File: config.mk
export PLATFORM = sky130hd
export DESIGN_NAME = battery_charge_stage_controller
export DESIGN_NICKNAME = d
export VERILOG_FILES = /design/src/hdl/bcsc_pkg.sv /design/src/hdl/bcsc_cfg_regs.sv /design/src/hdl/bcsc_state_mem.sv /design/src/hdl/bcsc_update.sv /design/src/hdl/battery_charge_stage_controller.sv
export SDC_FILE = /design/constraint.sdc
export NUM_CORES = 1
export LEC_CHECK = 0
export ABC_AREA = 1
export BUFFER_PORTS_ARGS = -buffer_cell sky130_fd_sc_hd__buf_2
export CORE_ASPECT_RATIO = 1.5
export CORE_MARGIN = 3
export CORE_UTILIZATION = 55
export CTS_CLUSTER_DIAMETER = 40
export DETAILED_ROUTE_END_ITERATION = 12
export PLACE_DENSITY_LB_ADDON = 0.3
export SLEW_MARGIN = 20
export SYNTH_ARGS = -nofsm -noshare
export SYNTH_HDL_FRONTEND = slang
export SYNTH_SLANG_ARGS = --single-unit
File: constraint.sdc
create_clock -name clk -period 5.8 [get_ports clk]
set_input_delay 1.16 -clock clk [delete_from_list [all_inputs] [get_ports clk]]
set_output_delay 1.16 -clock clk [all_outputs]
set_load 0.05 [all_outputs]
File: src/hdl/bcsc_pkg.sv
package bcsc_pkg;

	localparam int CHANNELS_DEF = 2;
	localparam int MODE_HOLD_DEF = 10;

	localparam int NUM_REGS = 8;
	localparam int REG_IDX_W = 3;
	localparam int CFG_DATA_W = 16;

	localparam int FLOAT_MARGIN = 70;
	localparam int DWELL_FLOOR = 10;
	localparam int DWELL_STEP = 2;

	localparam int S_TDATA_W = 40;
	localparam int S_TUSER_W = 2;
	localparam int M_TDATA_W = 40;

	typedef enum logic [1:0] {
		FN_INIT  = 2'd0,
		FN_STAGE = 2'd1,
		FN_MODE  = 2'd2,
		FN_NOP   = 2'd3
	} func_t;

	typedef enum logic [1:0] {
		ST_PRE   = 2'd0,
		ST_CHG   = 2'd1,
		ST_FLT   = 2'd2,
		ST_FAULT = 2'd3
	} stage_t;

	typedef enum logic [2:0] {
		REG_CUTOFF_V    = 3'd0,
		REG_CHARGING_V  = 3'd1,
		REG_FLOATING_V  = 3'd2,
		REG_PRE_I_LIMIT = 3'd3,
		REG_BULK_I      = 3'd4,
		REG_FLOAT_I     = 3'd5,
		REG_PRE_TICKS   = 3'd6,
		REG_LOW_I_TICKS = 3'd7
	} cfg_reg_t;

	typedef struct packed {
		logic [14:0] v_cutoff;
		logic [14:0] v_charge;
		logic [14:0] v_float;
		logic [14:0] precharge_current_limit;
		logic [14:0] bulk_current_limit;
		logic [14:0] float_current;
		logic [14:0] precharge_ticks;
		logic [15:0] low_current_ticks;
	} cfg_t;

	localparam cfg_t CFG_RESET = '{
		v_cutoff:                15'd2000,
		v_charge:                15'd2880,
		v_float:                 15'd2720,
		precharge_current_limit: 15'd100,
		bulk_current_limit:      15'd1000,
		float_current:           15'd50,
		precharge_ticks:         15'd300,
		low_current_ticks:       16'd600
	};

	typedef struct packed {
		stage_t             stage;
		logic [14:0]        timer;
		logic [15:0]        dwell;
		logic signed [7:0]  hold;
		logic [7:0]         delay;
		logic               cc;
		logic [14:0]        vref;
		logic [14:0]        iref;
	} chan_entry_t;

endpackage

File: src/hdl/bcsc_cfg_regs.sv
module bcsc_cfg_regs (
	input  logic                                clk,
	input  logic                                arst_n,
	input  logic                                we,
	input  logic [bcsc_pkg::REG_IDX_W-1:0]      index,
	input  logic [bcsc_pkg::CFG_DATA_W-1:0]     data,
	output bcsc_pkg::cfg_t                      cfg
);
	import bcsc_pkg::*;

	cfg_t cfg_q;

	always_ff @(posedge clk or negedge arst_n) begin
		if (!arst_n) begin
			cfg_q <= CFG_RESET;
		end else if (we) begin
			unique case (cfg_reg_t'(index))
				REG_CUTOFF_V:    cfg_q.v_cutoff <= data[14:0];
				REG_CHARGING_V:  cfg_q.v_charge <= data[14:0];
				REG_FLOATING_V:  cfg_q.v_float <= data[14:0];
				REG_PRE_I_LIMIT: cfg_q.precharge_current_limit <= data[14:0];
				REG_BULK_I:      cfg_q.bulk_current_limit <= data[14:0];
				REG_FLOAT_I:     cfg_q.float_current <= data[14:0];
				REG_PRE_TICKS:   cfg_q.precharge_ticks <= data[14:0];
				REG_LOW_I_TICKS: cfg_q.low_current_ticks <= data;
				default:         cfg_q <= cfg_q;
			endcase
		end
	end

	assign cfg = cfg_q;

endmodule

File: src/hdl/bcsc_state_mem.sv
module bcsc_state_mem #(
	parameter int DEPTH = bcsc_pkg::CHANNELS_DEF,
	parameter int AW = 1
) (
	input  logic                   clk,
	input  logic                   arst_n,
	input  logic                   rd_en,
	input  logic [AW-1:0]          rd_addr,
	output bcsc_pkg::chan_entry_t  rd_data,
	input  logic                   wr_en,
	input  logic [AW-1:0]          wr_addr,
	input  bcsc_pkg::chan_entry_t  wr_data
);
	import bcsc_pkg::*;

	chan_entry_t mem_q [DEPTH];
	logic [DEPTH-1:0] valid_q;
	chan_entry_t rd_data_q;
	chan_entry_t fwd_data_q;
	logic rd_valid_q;
	logic fwd_q;

	always_ff @(posedge clk) begin
		if (wr_en) begin
			mem_q[wr_addr] <= wr_data;
		end
		if (rd_en) begin
			rd_data_q <= mem_q[rd_addr];
			fwd_data_q <= wr_data;
		end
	end

	// A write to the entry being read in the same cycle is forwarded.
	always_ff @(posedge clk or negedge arst_n) begin
		if (!arst_n) begin
			valid_q <= '0;
			rd_valid_q <= 1'b0;
			fwd_q <= 1'b0;
		end else begin
			if (wr_en) begin
				valid_q[wr_addr] <= 1'b1;
			end
			if (rd_en) begin
				rd_valid_q <= valid_q[rd_addr];
				fwd_q <= wr_en && (wr_addr == rd_addr);
			end
		end
	end

	always_comb begin
		if (fwd_q) begin
			rd_data = fwd_data_q;
		end else if (rd_valid_q) begin
			rd_data = rd_data_q;
		end else begin
			rd_data = '0;
		end
	end

endmodule

File: src/hdl/bcsc_update.sv
module bcsc_update #(
	parameter int MODE_HOLD = bcsc_pkg::MODE_HOLD_DEF
) (
	input  logic [1:0]             func,
	input  logic signed [15:0]     meas_voltage,
	input  logic signed [15:0]     meas_current,
	input  bcsc_pkg::cfg_t         cfg,
	input  bcsc_pkg::chan_entry_t  cur,
	output bcsc_pkg::chan_entry_t  nxt
);
	import bcsc_pkg::*;

	localparam logic signed [7:0] HB_MAX = 8'(MODE_HOLD);
	localparam logic signed [7:0] HB_MIN = -HB_MAX;
	localparam logic [7:0] REENTRY_DELAY = 8'(2 * MODE_HOLD);

	logic signed [16:0] v_ext;
	logic signed [16:0] i_ext;
	logic signed [16:0] float_thr;
	logic [15:0] dwell_dec;
	logic signed [7:0] hold_inc1;
	logic signed [7:0] hold_inc2;
	logic signed [7:0] hold_dec;

	assign v_ext = {meas_voltage[15], meas_voltage};
	assign i_ext = {meas_current[15], meas_current};
	assign float_thr = $signed({2'b00, cfg.v_float}) - 17'(FLOAT_MARGIN);
	assign dwell_dec = cur.dwell - 16'(DWELL_STEP);
	assign hold_inc1 = (cur.hold < HB_MAX) ? cur.hold + 8'sd1 : cur.hold;
	assign hold_inc2 = (hold_inc1 < HB_MAX) ? hold_inc1 + 8'sd1 : hold_inc1;
	assign hold_dec = cur.hold - 8'sd1;

	always_comb begin
		nxt = cur;
		case (func_t'(func))
			FN_INIT: begin
				nxt.stage = ST_PRE;
				nxt.timer = cfg.precharge_ticks;
				nxt.iref = cfg.precharge_current_limit;
				nxt.vref = cfg.v_charge;
				nxt.dwell = cfg.low_current_ticks;
			end
			FN_STAGE: begin
				unique case (cur.stage)
					ST_PRE: begin
						if (v_ext < $signed({2'b00, cfg.v_cutoff})) begin
							if (cur.timer != '0) begin
								nxt.timer = cur.timer - 15'd1;
							end else begin
								nxt.stage = ST_FAULT;
							end
						end else begin
							nxt.stage = ST_CHG;
							nxt.iref = cfg.bulk_current_limit;
						end
					end
					ST_CHG: begin
						nxt.vref = cfg.v_charge;
						if (!cur.cc && (i_ext < $signed({2'b00, cfg.float_current}))) begin
							if (dwell_dec < 16'(DWELL_FLOOR)) begin
								nxt.stage = ST_FLT;
								nxt.dwell = 16'(DWELL_FLOOR);
							end else begin
								nxt.dwell = dwell_dec;
							end
						end else if (cur.dwell < cfg.low_current_ticks) begin
							nxt.dwell = cur.dwell + 16'd1;
						end
					end
					ST_FLT: begin
						nxt.vref = cfg.v_float;
						nxt.iref = cfg.float_current;
						nxt.cc = 1'b0;
					end
					ST_FAULT: begin
						nxt.stage = ST_PRE;
					end
					default: begin
						nxt.stage = ST_PRE;
					end
				endcase
			end
			FN_MODE: begin
				if (v_ext >= $signed({2'b00, cur.vref})) begin
					nxt.hold = hold_inc2;
					if (cur.delay != '0) begin
						nxt.delay = cur.delay - 8'd1;
					end else begin
						nxt.cc = 1'b0;
					end
				end else if (hold_dec < HB_MIN) begin
					nxt.cc = 1'b1;
					nxt.delay = REENTRY_DELAY;
					nxt.hold = HB_MIN;
				end else begin
					nxt.hold = hold_dec;
				end
				if ((i_ext > $signed({2'b00, cur.iref})) && !nxt.cc &&
				    (cur.stage == ST_FLT) && (v_ext < float_thr)) begin
					nxt.stage = ST_CHG;
					nxt.vref = cfg.v_charge;
					nxt.iref = cfg.bulk_current_limit;
				end
			end
			default: begin
				nxt = cur;
			end
		endcase
	end

endmodule

File: src/hdl/battery_charge_stage_controller.sv
// Each item passes the update stage, then the output register, before it is offered.
// Throughput: one item per cycle unless m_tready stalls the output, including back-to-back
// items on the same channel, which see the previous write through a forwarding path in the
// channel state memory. The per-channel state lives in one memory read in the transfer cycle
// and written back as the item leaves the update stage. Reset makes all entries read zero.
module battery_charge_stage_controller #(
	parameter int CHANNELS = bcsc_pkg::CHANNELS_DEF,
	parameter int MODE_HOLD = bcsc_pkg::MODE_HOLD_DEF
) (
	input  logic                                 clk,
	input  logic                                 arst_n,
	input  logic                                 s_tvalid,
	output logic                                 s_tready,
	// channel, meas_voltage, meas_current
	input  logic [bcsc_pkg::S_TDATA_W-1:0]       s_tdata,
	// func
	input  logic [bcsc_pkg::S_TUSER_W-1:0]       s_tuser,
	output logic                                 m_tvalid,
	input  logic                                 m_tready,
	// out_channel, stage, voltage_setpoint, current_setpoint, cc_mode
	output logic [bcsc_pkg::M_TDATA_W-1:0]       m_tdata,
	input  logic                                 cfg_we,
	input  logic [bcsc_pkg::REG_IDX_W-1:0]       cfg_index,
	input  logic [bcsc_pkg::CFG_DATA_W-1:0]      cfg_data
);
	import bcsc_pkg::*;

	localparam int AW = (CHANNELS > 1) ? $clog2(CHANNELS) : 1;

	cfg_t cfg;
	chan_entry_t rd_entry;
	chan_entry_t nxt_entry;

	logic in_xfer;
	logic s1_adv;
	logic [AW-1:0] in_addr;

	logic s1_v;
	logic [1:0] func_s1;
	logic ch_s1;
	logic [AW-1:0] addr_s1;
	logic signed [15:0] v_s1;
	logic signed [15:0] i_s1;

	logic m_tvalid_q;
	logic [M_TDATA_W-1:0] m_tdata_q;

	assign s1_adv = !m_tvalid_q || m_tready;
	assign s_tready = !s1_v || s1_adv;
	assign in_xfer = s_tvalid && s_tready;
	assign in_addr = (CHANNELS > 1) ? AW'(s_tdata[0]) : '0;

	bcsc_cfg_regs u_cfg (
		.clk    (clk),
		.arst_n (arst_n),
		.we     (cfg_we),
		.index  (cfg_index),
		.data   (cfg_data),
		.cfg    (cfg)
	);

	bcsc_state_mem #(
		.DEPTH (CHANNELS),
		.AW    (AW)
	) u_mem (
		.clk     (clk),
		.arst_n  (arst_n),
		.rd_en   (in_xfer),
		.rd_addr (in_addr),
		.rd_data (rd_entry),
		.wr_en   (s1_v && s1_adv),
		.wr_addr (addr_s1),
		.wr_data (nxt_entry)
	);

	bcsc_update #(
		.MODE_HOLD (MODE_HOLD)
	) u_update (
		.func         (func_s1),
		.meas_voltage (v_s1),
		.meas_current (i_s1),
		.cfg          (cfg),
		.cur          (rd_entry),
		.nxt          (nxt_entry)
	);

	always_ff @(posedge clk) begin
		if (in_xfer) begin
			func_s1 <= s_tuser[1:0];
			ch_s1 <= s_tdata[0];
			addr_s1 <= in_addr;
			v_s1 <= s_tdata[16:1];
			i_s1 <= s_tdata[32:17];
		end
		if (s1_v && s1_adv) begin
			m_tdata_q <= {6'd0, nxt_entry.cc, nxt_entry.iref, nxt_entry.vref,
				nxt_entry.stage, ch_s1};
		end
	end

	always_ff @(posedge clk or negedge arst_n) begin
		if (!arst_n) begin
			s1_v <= 1'b0;
			m_tvalid_q <= 1'b0;
		end else begin
			if (s_tready) begin
				s1_v <= s_tvalid;
			end
			if (s1_adv) begin
				m_tvalid_q <= s1_v;
			end
		end
	end

	assign m_tvalid = m_tvalid_q;
	assign m_tdata = m_tdata_q;

	a_xfer_to_s1: assert property (@(posedge clk) disable iff (!arst_n)
		in_xfer |=> s1_v)
		else $error("transfer did not reach the update stage");

	a_s1_hold: assert property (@(posedge clk) disable iff (!arst_n)
		(s1_v && !s1_adv) |=> (s1_v && $stable(ch_s1) && $stable(func_s1)))
		else $error("stalled update stage lost its item");

	a_s1_to_out: assert property (@(posedge clk) disable iff (!arst_n)
		(s1_v && s1_adv) |=> m_tvalid)
		else $error("updated item did not reach the output register");

	a_ready_low: assert property (@(posedge clk) disable iff (!arst_n)
		!s_tready |-> (s1_v && m_tvalid && !m_tready))
		else $error("input stalled without a full pipeline");

endmodule
=== Yosys cells after proc, flatten, opt, wreduce, memory -nomap -nowiden ===
Memory sizes are Yosys's and may differ from the RTL's. A register that Yosys moved wholly into a read port is not among the register bits.
Index checks and enable logic that the tools add are counted.

* Bits in writable memories: 160
* Bits in registers: 276
* Memories kept: 1

{| class="wikitable"
|+ Memory list
! memory !! depth !! width !! read ports !! clocked after Yosys merged registers in !! write ports !! RTL line !! RTL
|-
| u_mem.mem_q || 2 || 80 || 1 || 1 || 1 || bcsc_state_mem.sv:16 || <nowiki>chan_entry_t mem_q [DEPTH];</nowiki>
|}

* Equality and inequality tests: 13
* Bitwise gates (word level): 1
* Reductions and logical operators: 27
* Add/subtract/negate cells: 8
* Mux-type cells: 39
* Magnitude comparators: 13

{| class="wikitable"
|+ Operators with widths
! kind !! count
|-
| $mux W80 || 2
|-
| $pmux W30 S3 || 1
|-
| $mux W16 || 5
|-
| $lt A16 B16 Y1 || 4
|-
| $pmux W31 S2 || 1
|-
| $mux W15 || 4
|-
| $pmux W15 S2 || 2
|-
| $mux W17 || 2
|-
| $mux W8 || 4
|-
| $mux W30 || 1
|-
| $lt A8 B5 Y1 const B || 3
|-
| $add A16 B1 Y16 const B || 1
|-
| $add A8 B2 Y8 const B || 2
|-
| $ge A16 B16 Y1 || 1
|-
| $gt A16 B16 Y1 || 1
|-
| $lt A16 B4 Y1 const B || 1
|-
| $reduce_and A2 Y1 || 8
|-
| $sub A15 B7 Y16 const B || 1
|-
| $sub A16 B2 Y16 const B || 1
|-
| $reduce_bool A15 Y1 || 1
|-
| $sub A15 B1 Y15 const B || 1
|-
| $eq A3 B3 Y1 const B || 4
|-
| $pmux W2 S3 || 2
|-
| $mux W2 || 5
|-
| other kinds (20) || 43
|}

=== Depth between registers and ports, before layout ===
* Depth in word-level cells: 14
* Gate-level depth with buffers: 26

=== Cells and area by module ===
Synthesis repeated with hierarchy kept, for this count alone.

* Cell total of the unflattened synthesis: 3028
* Area, all modules: 27679.0 um2

{| class="wikitable"
|+ Modules (own cells, without submodules)
! module !! cells each !! times used !! sequential area each (um2) !! area each (um2)
|-
| bcsc_state_mem || 869 || 1 || 9709.3 || 12612.1
|-
| bcsc_update || 1522 || 1 || 0.0 || 8046.5
|-
| bcsc_cfg_regs || 549 || 1 || 3070.4 || 4804.6
|-
| battery_charge_stage_controller || 88 || 1 || 2122.0 || 2215.9
|}

=== Least setup slack after synthesis ===
OpenSTA, ideal clock, no wires.

* Path kind: input to register
* Start point: input m_tready
* End point: register u_mem.rd_valid_q
* Buffers on the path: 0
* Data required time: 5.633 ns
* Arrival: 6.010 ns
* Setup time: 0.167 ns
* Slack: -0.377 ns
* Stages on the path: 6
* Cells stage by stage: inv_1 nand3_1 nand2_1 inv_1 o211ai_1 o21ai_0

* Word-level cells in the longest chain between the ends: 3

{| class="wikitable"
|+ Ends and longest elaborated chain
! what !! RTL line !! RTL
|-
| start: declaration || battery_charge_stage_controller.sv:19 || <nowiki>input logic m_tready,</nowiki>
|-
| $logic_or A1 B1 Y1 || battery_charge_stage_controller.sv:48 || <nowiki>assign s1_adv = !m_tvalid_q || m_tready;</nowiki>
|-
| $logic_or A1 B1 Y1 || battery_charge_stage_controller.sv:49 || <nowiki>assign s_tready = !s1_v || s1_adv;</nowiki>
|-
| net s_tready || battery_charge_stage_controller.sv:13 || <nowiki>output logic s_tready,</nowiki>
|-
| $logic_and A1 B1 Y1 || battery_charge_stage_controller.sv:50 || <nowiki>assign in_xfer = s_tvalid && s_tready;</nowiki>
|-
| net in_xfer || battery_charge_stage_controller.sv:34 || <nowiki>logic in_xfer;</nowiki>
|-
| end signal: assignment || bcsc_state_mem.sv:44 || <nowiki>rd_valid_q <= valid_q[rd_addr];</nowiki>
|-
| end: declaration || bcsc_state_mem.sv:20 || <nowiki>logic rd_valid_q;</nowiki>
|}

The timed path passes the listed nets, and every way through them passes these cells.
A chain may end at the register's enable or synchronous reset.

==> results.sh <==
export IMPL_timing_fmax_ghz=0.197
export IMPL_grt_pass1_wl_mm=110
export IMPL_crit_path_end_kind="register"
export IMPL_hp_class="register to register"
export IMPL_synth_top_area_share_pct=44.3
export IMPL_io_buffer_count=94
export IMPL_synth_area_mm2=0.0264
export IMPL_tightest_slew_ns=1.05
export IMPL_start_util_pct=56.0
export IMPL_yosysUniqueCellTypes=57
export IMPL_yosys_area_top_type="edfxtp_1"
export IMPL_core_area_mm2=0.0471
export IMPL_drt_antenna_violating_nets=0
export IMPL_cts_sinks=516
export IMPL_run_status="complete, no violations"
export IMPL_finalSetupTns_ns=0
export IMPL_cts_setup_buffers=0
export IMPL_fin_crit_sh_pct=87.7
export IMPL_synth_seq_cells=516
export IMPL_cts_tree="yes"
export IMPL_cts_hold_buffers=0
export IMPL_critical_path_class="register to register"
export IMPL_maxCapViolCount=0
export IMPL_place_area_mm2=0.0273
export IMPL_post_route_cell_area_mm2=0.0292
export IMPL_rsz0062_at_grt="no"
export IMPL_drt_initial_drc_count=1719
export IMPL_postCtsResizedCells=0
export IMPL_grt_pass1_vias=20600
export IMPL_max_clock_path_buffers=3
export IMPL_wl_per_cell_um=19.7
export IMPL_htree_levels=2
export IMPL_reg2reg_slack_ns=0.71
export IMPL_drcViolationCount=0
export IMPL_seq_area_frac_synth_pct=56.5
export IMPL_numCtsBuffers=53
export IMPL_cts_root_buf="clkbuf_16"
export IMPL_min_path_cells=2
export IMPL_p_leak_uw=0.0129
export IMPL_ir_drop_mv=0.313
export IMPL_synthFlopType="edfxtp_1"
export IMPL_syn2layout_area_growth_pct=10.8
export IMPL_die_y_um=274
export IMPL_power_density_mw_per_mm2=406
export IMPL_synthArstFlopShare_pct=24.6
export IMPL_wl_mm=69.8
export IMPL_ioPinCount=108
export IMPL_yosys_warnings=0
export IMPL_finalHoldViolCount=0
export IMPL_antenna_found_initial=0
export IMPL_clock_latency_ns=0.60
export IMPL_cp_required_ns=6.12
export IMPL_report_final_slew_viol_count=0
export IMPL_min_period_ns=5.09
export IMPL_grt_ovfl_total=0
export IMPL_skew_ns=0.0241
export IMPL_synth_area_leaders="edfxtp_1, nand2_1, dfrtp_1"
export IMPL_reg2regPathDepth=21
export IMPL_grt_max_degree=121
export IMPL_synth_edff_count=389
export IMPL_viasPerCell=5.76
export IMPL_num_vias=20400
export IMPL_hp_start="u_mem.valid_q[1]"
export IMPL_synth_commonest_cells="nand2_1, edfxtp_1, inv_1"
export IMPL_dieArea_mm2=0.0507
export IMPL_post_dp_hpwl_mm=46.0
export IMPL_drive_gt1_share_pct=11.3
export IMPL_synth_area_per_cell_um2=9.29
export IMPL_min_to="u_mem.valid_q[1]"
export IMPL_synth_most_common_cell="nand2_1"
export IMPL_setup_violations=0
export IMPL_timing_rr_end="m_tdata[29]"
export IMPL_cp_arrival_ns=5.41
export IMPL_syn_inst=2841
export IMPL_placementRows=97
export IMPL_startpoint_type="register"
export IMPL_clk_pin_slew_ns=0.06
export IMPL_slew_headroom_pct=29.6
export IMPL_fin_nets=3069
export IMPL_die_x_um=185
export IMPL_first_pass_iters=6
export IMPL_grt_util_all_layers_pct=27.6
export IMPL_critPathMaxFanout=52
export IMPL_r2r_start="u_mem.rd_valid_q"
export IMPL_gp_congestion=0.962
cell usage in the layout, fill, tap and decap left out, types with 21 or more instances in the layout:
master,instances
o21ai_0,187
a21oi_1,126
dfrtp_1,92
ha_1,100
a22oi_1,38
buf_2,93
nand2_2,21
nor2_1,124
o211ai_1,24
a211oi_1,26
buf_4,27
edfxtp_1,389
nand2_1,988
nand3_1,120
clkbuf_16,53
dfstp_2,34
xor2_1,37
inv_1,234
cell families (layout without fill, tap and decap cells):
group | Yosys count | count (layout) | share of synthesized area (%)
simple gates | 1325 | 1325 | 20.4
flops | 516 | 516 | 56.5
compound gates | 483 | 483 | 11.0
buf+inv | 373 | 473 | 5.83
fa+ha+maj | 102 | 102 | 4.84
xor+xnor | 41 | 41 | 1.39
other cells | 1 | 7 | 0.0142
report_power, final:
part	switching, uW	internal (uW)
clock network	1540	2150
registers	265	4730
logic	2250	935
total	4050	7810
worst max-delay path: stages (launching register included):
cell and delay (ns):
dfrtp_1 0.59, inv_1 0.20, nor2_8 0.19, buf_12 0.32, buf_4 0.34, nand2_1 0.08, nand2_1 0.08, inv_1 0.08
ha_1 0.29, a21oi_1 0.15, o21ai_0 0.15, nand3b_1 0.11, nand3_1 0.09, nand2_1 0.18, nand3_1 0.10, nand2_1 0.15
nor2_1 0.08, nand2_1 0.43, inv_1 0.45, nand2_1 0.15, nand3_1 0.07, a21boi_0 0.50
per-stage QoR:
stage / utilization [%] / hold slack, ns / cells / power, uW / setup slack (ns)
6_report: 62.1 / 0.452 / 3541 / 11900 / 0.712
3_5_place_dp: 58.0 / 0.439 / 3440 / 8200 / 0.715
4_1_cts: 62.1 / 0.455 / 3540 / 11900 / 0.716
2_1_floorplan: - / 0.423 / 2846 / 7330 / 0.169
5_1_grt: 62.1 / 0.501 / 3540 / 12500 / 0.398
3_3_place_gp: 58.0 / 0.438 / 3440 / 8060 / 0.887
worst max path at each step:
| stage | endpoint | from | slack, ns |
|---|---|---|---|
| 2_1_floorplan | u_mem.fwd_q | m_tready | 0.17 |
| 3_3_place_gp | u_mem.mem_q[0][11] | u_mem.rd_valid_q | 0.89 |
| 3_5_place_dp | m_tdata[29] | u_mem.rd_valid_q | 0.72 |
| 4_1_cts | m_tdata[29] | u_mem.rd_valid_q | 0.72 |
| 5_1_grt | m_tdata[29] | u_mem.rd_valid_q | 0.40 |
| 6_report | m_tdata[29] | u_mem.rd_valid_q | 0.71 |
state kept, by name (all words and copies together), names as in the netlist, 2 cells and up:
signal            cells
u_mem.valid_q         2
i_s1                 16
func_s1               2
u_mem.mem_q         160
v_s1                 16
u_mem.fwd_data_q     80
u_mem.rd_data_q      80
u_cfg.cfg           121
m_tdata              34
cell type report:
type / count / area (um^2)
antenna: 1 / 2.50
clock buffer: 60 / 1400
clock inverter: 40 / 524
fill: 3800 / 17900
inverter: 250 / 942
multi-input combinational: 1957 / 9990
sequential: 516 / 14900
tap: 594 / 743
timing repair buffer: 123 / 728
per-layer routing:
metal,GRT usage [%],up-vias,routed length (um)
li1,-,9676,-
met1,32.0,9721,25900
met2,49.9,771,36000
met3,3.09,241,3880
met4,14.6,0,3980
met5,0,-,0
(Power assumes the default switching activity.)
